===== config.mk =====
export PLATFORM = sky130hd
export DESIGN_NAME = reorder_buffer_cumulative_ack
export DESIGN_NICKNAME = d
export VERILOG_FILES = /design/src/rtl/core/rob_pkg.sv /design/src/rtl/core/rob_cell.sv /design/src/rtl/core/reorder_buffer_cumulative_ack.sv
export VERILOG_INCLUDE_DIRS = /design/src /design/src/rtl/core
export SDC_FILE = /design/constraint.sdc
export NUM_CORES = 2
export LEC_CHECK = 0
export ABC_AREA = 1
export BUFFER_PORTS_ARGS = -buffer_cell sky130_fd_sc_hd__buf_2
export CORE_MARGIN = 5
export CORE_UTILIZATION = 65
export DETAILED_ROUTE_END_ITERATION = 16
export GPL_TIMING_DRIVEN = 1
export PLACE_DENSITY = 0.83
export SLEW_MARGIN = 5
export SYNTH_ARGS = -nofsm -noshare
export SYNTH_HDL_FRONTEND = slang
export SYNTH_SLANG_ARGS = --single-unit

===== constraint.sdc =====
create_clock -name clk -period 7.93 [get_ports clk]
set_input_delay 0.3965 -clock clk [delete_from_list [all_inputs] [get_ports clk]]
set_output_delay 0.3965 -clock clk [all_outputs]
set_load 0.03 [all_outputs]

===== src/rtl/core/assert_macros.svh =====
// Assertion macros shared by the RTL files that carry concurrent checks.
// No dependencies; include by bare file name inside a module body.
`ifndef ASSERT_MACROS_SVH
`define ASSERT_MACROS_SVH

// cond must hold at every clock edge outside reset
`define ASSERT_ALWAYS(label, clk, rst_n, cond, msg) \
  label: assert property (@(posedge clk) disable iff (!rst_n) (cond)) else $error(msg);

// c must hold in the same cycle as a
`define ASSERT_IMPLIES(label, clk, rst_n, a, c, msg) \
  label: assert property (@(posedge clk) disable iff (!rst_n) (a) |-> (c)) else $error(msg);

// c must hold in the cycle after a
`define ASSERT_NEXT(label, clk, rst_n, a, c, msg) \
  label: assert property (@(posedge clk) disable iff (!rst_n) (a) |=> (c)) else $error(msg);

`endif


===== src/rtl/core/rob_pkg.sv =====
`timescale 1ns / 1ps
// Shared types and constants for the reorder buffer: field widths, result kinds,
// control state and the slot and cell-control structs. No dependencies.
package rob_pkg;

  localparam int SEQ_W = 16;
  localparam int TAG_W = 16;
  localparam int LEN_W = 11;

  typedef enum logic [1:0] {
    KIND_DELIVER = 2'd0,
    KIND_ACK     = 2'd1,
    KIND_FIN     = 2'd2
  } kind_t;

  typedef enum logic {
    ST_IDLE,
    ST_DRAIN
  } state_t;

  typedef struct packed {
    logic             valid;
    logic [TAG_W-1:0] tag;
    logic [LEN_W-1:0] len;
  } slot_t;

  typedef struct packed {
    logic shift;
    logic load;
  } cell_ctl_t;

endpackage


===== src/rtl/core/rob_cell.sv =====
`timescale 1ns / 1ps
// One window cell: holds the parked request at a fixed offset from the expected
// sequence number. Depends on rob_pkg.
module rob_cell (
  input  logic                     clk,
  input  logic                     rst_n,
  input  rob_pkg::cell_ctl_t       ctl,
  input  rob_pkg::slot_t           nbr_i,
  input  logic [rob_pkg::TAG_W-1:0] wr_tag,
  input  logic [rob_pkg::LEN_W-1:0] wr_len,
  output rob_pkg::slot_t           slot_o
);
  import rob_pkg::*;

  logic             valid_r, valid_nxt;
  logic [TAG_W-1:0] tag_r, tag_nxt;
  logic [LEN_W-1:0] len_r, len_nxt;

  always_comb begin
    valid_nxt = valid_r;
    tag_nxt   = tag_r;
    len_nxt   = len_r;
    if (ctl.shift) begin
      // advance: take the neighbor one offset further out
      valid_nxt = nbr_i.valid;
      tag_nxt   = nbr_i.tag;
      len_nxt   = nbr_i.len;
    end else if (ctl.load && !valid_r) begin
      // park; keep the first copy of a duplicate
      valid_nxt = 1'b1;
      tag_nxt   = wr_tag;
      len_nxt   = wr_len;
    end
  end

  always_ff @(posedge clk) begin
    if (!rst_n) begin
      valid_r <= 1'b0;
    end else begin
      valid_r <= valid_nxt;
    end
  end

  always_ff @(posedge clk) begin
    tag_r <= tag_nxt;
    len_r <= len_nxt;
  end

  assign slot_o = '{valid: valid_r, tag: tag_r, len: len_r};

endmodule


===== src/rtl/core/reorder_buffer_cumulative_ack.sv =====
`timescale 1ns / 1ps
// Reorder buffer with cumulative acknowledgement, built as a chain of WINDOW-1 cells.
// A dropped, parked or end request gives its single result, registered, and stays idle.
// An in-order request that releases k parked successors gives k+1 deliveries and
// an ack; the chain shifts one slot to the head per cycle, input stalled, output free.
// Synchronous active-low reset clears the expected number, all cell valid bits and
// the output valid; the block takes requests in the first cycle after reset.
module reorder_buffer_cumulative_ack #(
  parameter int WINDOW     = 32,
  parameter int SEQ_BITS   = 16,
  parameter int MAX_LENGTH = 1392
) (
  input  logic                      clk,
  input  logic                      rst_n,
  input  logic                      in_valid,
  output logic                      in_stall,
  input  logic [rob_pkg::SEQ_W-1:0] in_seq_no,
  input  logic [rob_pkg::TAG_W-1:0] in_payload_tag,
  input  logic [rob_pkg::LEN_W-1:0] in_payload_length,
  input  logic                      in_is_end,
  output logic                      out_valid,
  input  logic                      out_stall,
  output rob_pkg::kind_t            out_kind,
  output logic [rob_pkg::SEQ_W-1:0] out_out_seq,
  output logic [rob_pkg::TAG_W-1:0] out_out_tag,
  output logic [rob_pkg::LEN_W-1:0] out_out_length,
  output logic [rob_pkg::SEQ_W-1:0] out_ack_no,
  output logic                      out_last
);
  import rob_pkg::*;

  localparam int NCELL = WINDOW - 1;

  state_t              state_r, state_nxt;
  logic [SEQ_BITS-1:0] expected_r, expected_nxt;
  logic                out_valid_r, out_valid_nxt;
  kind_t               kind_r, kind_nxt;
  logic [SEQ_W-1:0]    seq_r, seq_nxt;
  logic [TAG_W-1:0]    tag_r, tag_nxt;
  logic [LEN_W-1:0]    len_r, len_nxt;
  logic [SEQ_W-1:0]    ack_r, ack_nxt;
  logic                last_r, last_nxt;

  logic                out_free;
  logic                in_acc;
  logic                out_load;
  logic                shift_en;
  logic [SEQ_BITS-1:0] in_seq_w;
  logic [SEQ_BITS-1:0] off;
  logic [SEQ_W-1:0]    ack_cur;
  logic [SEQ_W-1:0]    exp_out;
  logic [LEN_W-1:0]    len_sat;

  slot_t     slots [NCELL];
  slot_t     nbr   [NCELL];
  cell_ctl_t ctl   [NCELL];

  assign out_free = !out_valid_r || !out_stall;
  assign in_stall = !(state_r == ST_IDLE && out_free);
  assign in_acc   = in_valid && !in_stall;

  assign in_seq_w = SEQ_BITS'(in_seq_no);
  assign off      = in_seq_w - expected_r;
  assign ack_cur  = SEQ_W'(expected_r - SEQ_BITS'(1));
  assign exp_out  = SEQ_W'(expected_r);
  assign len_sat  = (in_payload_length > LEN_W'(MAX_LENGTH)) ? LEN_W'(MAX_LENGTH)
                                                              : in_payload_length;

  // cell j holds offset j+1 from the expected number
  for (genvar j = 0; j < NCELL; j++) begin : g_cell
    if (j == NCELL - 1) begin : g_tail
      assign nbr[j] = '0;
    end else begin : g_mid
      assign nbr[j] = slots[j+1];
    end
    assign ctl[j].shift = shift_en;
    assign ctl[j].load  = in_acc && !in_is_end && (off == SEQ_BITS'(j + 1));

    rob_cell u_cell (
      .clk    (clk),
      .rst_n  (rst_n),
      .ctl    (ctl[j]),
      .nbr_i  (nbr[j]),
      .wr_tag (in_payload_tag),
      .wr_len (len_sat),
      .slot_o (slots[j])
    );
  end

  always_comb begin
    state_nxt    = state_r;
    expected_nxt = expected_r;
    shift_en     = 1'b0;
    out_load     = 1'b0;
    kind_nxt     = KIND_ACK;
    seq_nxt      = '0;
    tag_nxt      = '0;
    len_nxt      = '0;
    ack_nxt      = ack_cur;
    last_nxt     = 1'b1;
    unique case (state_r)
      ST_IDLE: begin
        if (in_acc) begin
          out_load = 1'b1;
          if (in_is_end) begin
            kind_nxt = KIND_FIN;
          end else if (off == '0) begin
            kind_nxt     = KIND_DELIVER;
            seq_nxt      = SEQ_W'(in_seq_w);
            tag_nxt      = in_payload_tag;
            len_nxt      = len_sat;
            ack_nxt      = SEQ_W'(in_seq_w);
            last_nxt     = 1'b0;
            expected_nxt = expected_r + SEQ_BITS'(1);
            state_nxt    = ST_DRAIN;
          end
        end
      end
      ST_DRAIN: begin
        if (out_free) begin
          out_load = 1'b1;
          if (slots[0].valid) begin
            // release the parked head and advance the chain
            kind_nxt     = KIND_DELIVER;
            seq_nxt      = exp_out;
            tag_nxt      = slots[0].tag;
            len_nxt      = slots[0].len;
            ack_nxt      = exp_out;
            last_nxt     = 1'b0;
            shift_en     = 1'b1;
            expected_nxt = expected_r + SEQ_BITS'(1);
          end else begin
            // drop the empty head so cell 0 holds offset 1 again
            shift_en  = 1'b1;
            state_nxt = ST_IDLE;
          end
        end
      end
      default: begin
        state_nxt = ST_IDLE;
      end
    endcase
  end

  always_comb begin
    if (out_load) begin
      out_valid_nxt = 1'b1;
    end else if (!out_stall) begin
      out_valid_nxt = 1'b0;
    end else begin
      out_valid_nxt = out_valid_r;
    end
  end

  always_ff @(posedge clk) begin
    if (!rst_n) begin
      state_r     <= ST_IDLE;
      expected_r  <= '0;
      out_valid_r <= 1'b0;
    end else begin
      state_r     <= state_nxt;
      expected_r  <= expected_nxt;
      out_valid_r <= out_valid_nxt;
    end
  end

  always_ff @(posedge clk) begin
    if (out_load) begin
      kind_r <= kind_nxt;
      seq_r  <= seq_nxt;
      tag_r  <= tag_nxt;
      len_r  <= len_nxt;
      ack_r  <= ack_nxt;
      last_r <= last_nxt;
    end
  end

  assign out_valid      = out_valid_r;
  assign out_kind       = kind_r;
  assign out_out_seq    = seq_r;
  assign out_out_tag    = tag_r;
  assign out_out_length = len_r;
  assign out_ack_no     = ack_r;
  assign out_last       = last_r;

`include "assert_macros.svh"

  `ASSERT_IMPLIES(a_drain_has_out, clk, rst_n, state_r == ST_DRAIN, out_valid_r, "drain without pending result")
  `ASSERT_NEXT(a_inorder_delivers, clk, rst_n, in_acc && !in_is_end && off == '0, state_r == ST_DRAIN && kind_r == KIND_DELIVER && !last_r, "in-order request not delivered")
  `ASSERT_NEXT(a_shift_advances, clk, rst_n, shift_en && slots[0].valid, expected_r == $past(expected_r) + SEQ_BITS'(1), "shift without advance")

endmodule


# Word-level counts from Yosys, hierarchy flattened
# Cells that the tools add are included.
[op_classes]
eq_ne = 37
reduce_logical = 134
addsub = 3
n_lt_le_gt_ge = 1
bitwise = 2
muxes = 235
[ops]
columns = ["operator", "count"]
rows = [
  ["16-bit 2-to-1 mux", 80],
  ["11-bit 2-to-1 mux", 66],
  ["16-bit by 5-bit == test with 1-bit output, second input constant", 16],
  ["16-bit by 4-bit == test with 1-bit output, second input constant", 8],
  ["16-bit one-hot mux with 2 select lines", 4],
  ["1-bit 2-to-1 mux", 78],
  ["1-bit logical AND", 65],
  ["16-bit by 3-bit == test with 1-bit output, second input constant", 4],
  ["2-bit nonzero test", 30],
  ["1-bit logical NOT", 35],
  ["16-bit by 2-bit == test with 1-bit output, second input constant", 2],
  ["11-bit one-hot mux with 2 select lines", 1],
  ["16-bit by 1-bit adder with 16-bit output, second input constant", 1],
  ["16-bit by 1-bit == test with 1-bit output, second input constant", 1],
  ["16-bit logical NOT", 1],
  ["16-bit by 1-bit subtractor with 16-bit output, second input constant", 1],
  ["16-bit subtractor", 1],
  ["11-bit > comparator, second input constant", 1],
  ["2-bit by 1-bit inequality test with 1-bit output, second input constant", 4],
  ["1-bit one-hot mux with 2 select lines", 3],
  ["5-bit AND reduction", 1],
  ["2-bit 2-to-1 mux", 2],
  ["2-bit inequality test, second input constant", 2],
  ["2-bit one-hot mux with 2 select lines", 1],
  ["3 further kinds", 4],
]
[word_totals]
regBits = 948
inputBits = 48
elab_cells = 514
output_inout_bits = 64

# Longest topological paths before layout
[logic_depth]
word_depth = 9
ltp_mapped = 21
ltp_nobuf = 20

# Modules after synthesis
# Synthesis repeated with hierarchy kept, for this count alone.
[unflattened]
hier_cells = 4596
area_unflattened_um2 = 45381.0
[by_module_without_submodules]
columns = ["mod", "area_each_um2", "cells_per_inst", "instances", "seq_area_each_um2"]
rows = [
  ["rob_cell", 1283.7, 123, 31, 830.8],
  ["reorder_buffer_cumulative_ack", 5585.4, 783, 1, 2222.1],
]

# Least setup slack after synthesis
# OpenSTA, ideal clock, no wires.
[synth_path]
path_type = "flip-flop to flip-flop"
startpoint = "register expected_r[5] (netlist: exp_out[5])"
endpoint = "register g_cell[0].u_cell.len_r[0] (enable)"
path_buffers = 3
path_stages_with_launch = 19
arrival_ps = 4217
setup_time_ps = 449
required_time_ps = 7481
synth_period_minus_slack_ps = 4665
path_slack_ps = 3265
path_cell_list = "dfxtp_1 -> clkbuf_1 -> inv_1 -> ha_1 -> nand2_1 -> inv_1 -> a21oi_1 -> nand2_1 -> nand2_1 -> nand2_1 -> nand2_1 -> nand2_1 -> nor2_1 -> nand2_1 -> nor2_4 -> buf_6 -> buf_6 -> nand4_1 -> o21ai_0"
[synth_between]
elab_chain_cells = 5
[synth_lines]
columns = ["item", "line_no", "rtl"]
rows = [
  ["start, declared", "reorder_buffer_cumulative_ack.sv:35", "logic [SEQ_BITS-1:0] expected_r, expected_nxt;"],
  ["start signal, assigned", "reorder_buffer_cumulative_ack.sv:162", "expected_r <= expected_nxt;"],
  ["16-bit subtractor", "reorder_buffer_cumulative_ack.sv:63", "assign off = in_seq_w - expected_r;"],
  ["16-bit by 1-bit == test with 1-bit output", "reorder_buffer_cumulative_ack.sv:77", "assign ctl[j].load = in_acc && !in_is_end && (off == SEQ_BITS'(j + 1));"],
  ["1-bit logical AND", "reorder_buffer_cumulative_ack.sv:77", ""],
  ["1-bit logical AND", "rob_cell.sv:28", "end else if (ctl.load && !valid_r) begin"],
  ["2-bit nonzero test (no source line)", "n/a", ""],
  ["end signal, assigned", "rob_cell.sv:46", "len_r <= len_nxt;"],
  ["end, declared", "rob_cell.sv:17", "logic [LEN_W-1:0] len_r, len_nxt;"],
]
# No other way between the ends.
# A chain may end at the register's enable or synchronous reset.

# Final worst setup path
[layout_path]
startpoint = "register expected_r[2] (netlist: exp_out[2])"
endpoint = "register ack_r[15] (netlist: out_ack_no[15]), data pin"
[layout_between]
elab_chain_cells = 6
word_cells_on_any_way = 9
cone_classes = "add/sub: 2; mux: 6; reduce/logical: 1"
[layout_lines]
columns = ["item", "line_no", "rtl"]
rows = [
  ["16-bit subtractor", "reorder_buffer_cumulative_ack.sv:63", ""],
  ["16-bit logical NOT", "reorder_buffer_cumulative_ack.sv:107", "end else if (off == '0) begin"],
  ["16-bit 2-to-1 mux", "reorder_buffer_cumulative_ack.sv:107", ""],
  ["16-bit 2-to-1 mux", "reorder_buffer_cumulative_ack.sv:105", "if (in_is_end) begin"],
  ["16-bit 2-to-1 mux", "reorder_buffer_cumulative_ack.sv:103", "if (in_acc) begin"],
  ["16-bit one-hot mux with 2 select lines (*)", "reorder_buffer_cumulative_ack.sv:101", "unique case (state_r)"],
  ["named net ack_nxt[15]", "reorder_buffer_cumulative_ack.sv:41", "logic [SEQ_W-1:0] ack_r, ack_nxt;"],
  ["end signal, assigned", "reorder_buffer_cumulative_ack.sv:173", "ack_r <= ack_nxt;"],
  ["end, declared", "reorder_buffer_cumulative_ack.sv:41", ""],
]
# The timed path passes the listed nets; every way through them passes the cells marked *.

==> out/qor.yml <==
seqCellArea_mm2: 0.0277
synth_area_leaders: "edfxtp_1 (66%), nand2_1 (18%), dfxtp_1 (3.9%)"
nFillCells: 3790
slew_headroom_pct: 12.9
cts_setup_buffers: 0
p_per_area_mw_per_mm2: 236
hold_path_class: "primary input to register"
track_usage_pct: 26.4
viasPerCell: 5.70
core_mm2: 0.0602
setup_viol: 0
combPwrFrac_pct: 3.6
internal-power_mw: 8.12
netlist.area_leader.share_pct: 66.5
cp_num_buf_inv: 2
dr.pass1.iters: 5
worstSkewPairLatency_ps: 650
status: "complete, no violations"
multi_input_area_mm2: 0.0101
cts_tree: "done"
switching_power_mw: 2.16
antenna_found_initial: 0
critPathCaptureType: "register"
yosysSeqAreaShare_pct: 70.3
synth-seq-cells: 948
row_count: 90
cts_buffer_depth: 3
wl_per_cell_um: 19.0
io_buffers: 111
synthSimpleGateAreaFrac_pct: 21.4
worst_slew_pin_slew_ps: 1300
nets: 3837
dp_hpwl_mm: 51.5
fin_setup_tns_ps: 0
utilization_pct: 72.2
netlist_area_mm2: 0.0394
seq_power_share_pct: 53.2
synth_top_family_by_area: "simple AND/OR/NAND/NOR gates"
synth_top_area_cell: "edfxtp_1"
final_layout_size_suffix_gt1_share_pct: 9.49
swShare_pct: 21.0
cts-root-buf: "clkbuf_16"
grt_max_degree: 247
vdd_drop_max_uv: 227
die_y_um: 256
io_pins: 112
fmax_mhz: 218
final-hold-violation-count: 0
die_w_um: 256
cts_sinks: 948
num_vias: 26400
async_flop_share_pct: 0
instances_no_fill: 4627
syn-mean-instance-area_um2: 10.5
grt-ovfl-total: 0
path_class: "register to register"
critical_path_peak_fanout: 38
syn_nets: 3808
required_ps: 8440
cp_slowest_cell: "nor2_4"
die-area_mm2: 0.0656
clkSlewWorstSetupHoldPaths_ps: 70
cap_violations: 0
power_frac_clock_pct: 43.2
synth-edff-count: 872
initial_utilization_pct: 65.4
path_cells: "clkinv_1 > ha_1 > nand2_1 > nand2_1 > nand2_1 > nand3_1 > nand2_1 > nand2_1 > nand2_1 > nand2_1 > nor2_1 > nand2_1 > nor2_4 > nand3_4 > inv_2 > nand3_1 > nand3_1"
p_leak_nw: 17.0
syn2layout_area_growth_pct: 10.4
critPathTopFamily: "simple AND/OR/NAND/NOR gates"
grt_pass1_vias: 25200
drc: 0
ys_warn_count: 0
arrival_ps: 5100
synthCells: 3740
synth-xor-area-share_pct: 0.623
synth_compound_area_share_pct: 2.59
clock_tree.htree_level_count: 3
cp-start-kind: "register"
drtAntennaViolNets: 0
fin_crit_sh_pct: 57.9
synth_flop_cell: "edfxtp_1"
place.gp.congestion: 0.881
drt_first_iter_violations: 3691
grt_pass1_wl_mm: 139
drv_slew: 0
dp.cells: 4458
synth_adder_area_share_pct: 0.654
critPathMaxStageDelay_ps: 680
antenna_cells: 0
synth_cell_types: 43
clock_skew_ps: 24.8
min_period_ps: 4590
crit_path_frequent_cell: "nand2_1"
cts_made_buffers: 90
routed_wl_mm: 88.0
synth.area.mux_share_pct: 0
rsz0062_at_grt: "no"
==> cell usage in the layout (no fill, tap or decap), drive strengths merged, types with 4 or more instances in the layout <==
| cell type | instances |
|---|---|
| nand4 | 40 |
| clkinv | 37 |
| ha | 19 |
| nand3 | 71 |
| clkinvlp | 5 |
| dfxtp | 76 |
| nand2 | 1888 |
| xor2 | 25 |
| a21oi | 47 |
| bufinv | 12 |
| nor4 | 5 |
| buf | 160 |
| inv | 204 |
| a22oi | 4 |
| o21ai | 128 |
| nand3b | 30 |
| clkbuf | 112 |
| nor3 | 12 |
| nor2 | 77 |
| edfxtp | 872 |
==> Yosys cell counts (3+ instances only) <==
library cell  instances
nand3b_1             29
inv_2                 6
o21ai_0             107
ha_1                 19
buf_2                41
xnor2_1               3
nand3_2               7
buf_6                11
nand4_1              40
a22oi_1               4
a21oi_1              47
nor2_1               73
buf_1                11
nand2_1            1884
edfxtp_1            872
nand3_1              63
o21ai_2               6
nor4_1                5
clkbuf_1            160
clkinv_1              4
dfxtp_1              76
nor3_1               11
a211oi_2              3
o21ai_1              15
xor2_1               25
a31oi_1               3
nor2_4                3
inv_1               192
==> cell families (layout without fill, tap and decap cells) <==
kind of cell / count (synthesis) / after routing
xor gates and xnor gates: 28 / 28
AOI/OAI and AO/OA: 190 / 190
adders and majority gates: 20 / 20
DFF: 948 / 948
buffers and inverters: 426 / 531
and+or+nand+nor: 2128 / 2128
==> per-stage QoR <==
stage / power (mW) / worst slack [ps] / area, um2 / hold WS, ps
6_report: 10.3 / 3340 / 43500 / 58.8
5_1_grt: 10.6 / 2880 / 43500 / 51.6
4_1_cts: 10.3 / 3410 / 43500 / 20.3
3_5_place_dp: 5.94 / 3400 / 40500 / 440
3_3_place_gp: 5.92 / 3460 / 40500 / 435
2_1_floorplan: 5.81 / 3260 / 39400 / 425
==> tightest hold or removal path: stages <==
cell	delay, ps
buf_2	100
nand2_1	50
nand2_1	50
==> flip-flops by register name, summed over array words and instances (netlist names) <==
signal / cells
out_valid: 1
out_out_length: 11
out_last: 1
out_out_tag: 16
g_cell.u_cell.valid_r: 31
g_cell.u_cell.tag_r: 496
out_out_seq: 16
out_kind: 2
g_cell.u_cell.len_r: 341
state_r: 1
exp_out: 16
out_ack_no: 16
==> power by group through the flow <==
stage                     Combinational, mW  Sequential [mW]  Clock, mW
after detailed placement              0.356             5.58          0
after CTS                             0.366             5.47       4.48
final                                 0.371             5.47       4.44
after global routing                  0.412             5.47       4.70
after global placement                0.343             5.58          0
after floorplan                       0.203             5.61          0
==> routing by layer <==
| layer | GRT usage, % | wire [um] | share of wire, % |
|---|---|---|---|
| met1 | 40.0 | 36600 | 42 |
| met5 | 0 | 0 | 0 |
| met4 | 7.71 | 2390 | 2.7 |
| met2 | 40.2 | 40400 | 46 |
| met3 | 4.85 | 8560 | 9.7 |
==> area by class of cell <==
class	count	share of cell area, %
Clock buffer	112	5.53
Clock inverter	56	1.43
Inverter	202	1.75
Multi-Input combinational cell	2366	23.2
Sequential cell	948	63.7
Tap cell	782	2.25
Timing Repair Buffer	161	2.17
==> repair_timing <==
item                                    4_1_cts  5_1_grt
hold buffers                                  1        0
resized for setup                             0        0
endpoints found under the setup margin        0        0
endpoints found under the hold margin         1        0
==> path summary, 6_finish.rpt <==
check / startpoint / to / slack, ps / cells past startpoint
hold / removal: in_payload_tag[12] / out_out_tag[12] / 60 / 3
setup / recovery: exp_out[2] / out_ack_no[15] / 3340 / 17
hold reg to reg: g_cell[30].u_cell.tag_r[3] / g_cell[30].u_cell.tag_r[3] / 450 / 2
setup reg to reg: exp_out[2] / out_ack_no[15] / 3340 / 17
Note: power is estimated with default switching activity, not from simulation.
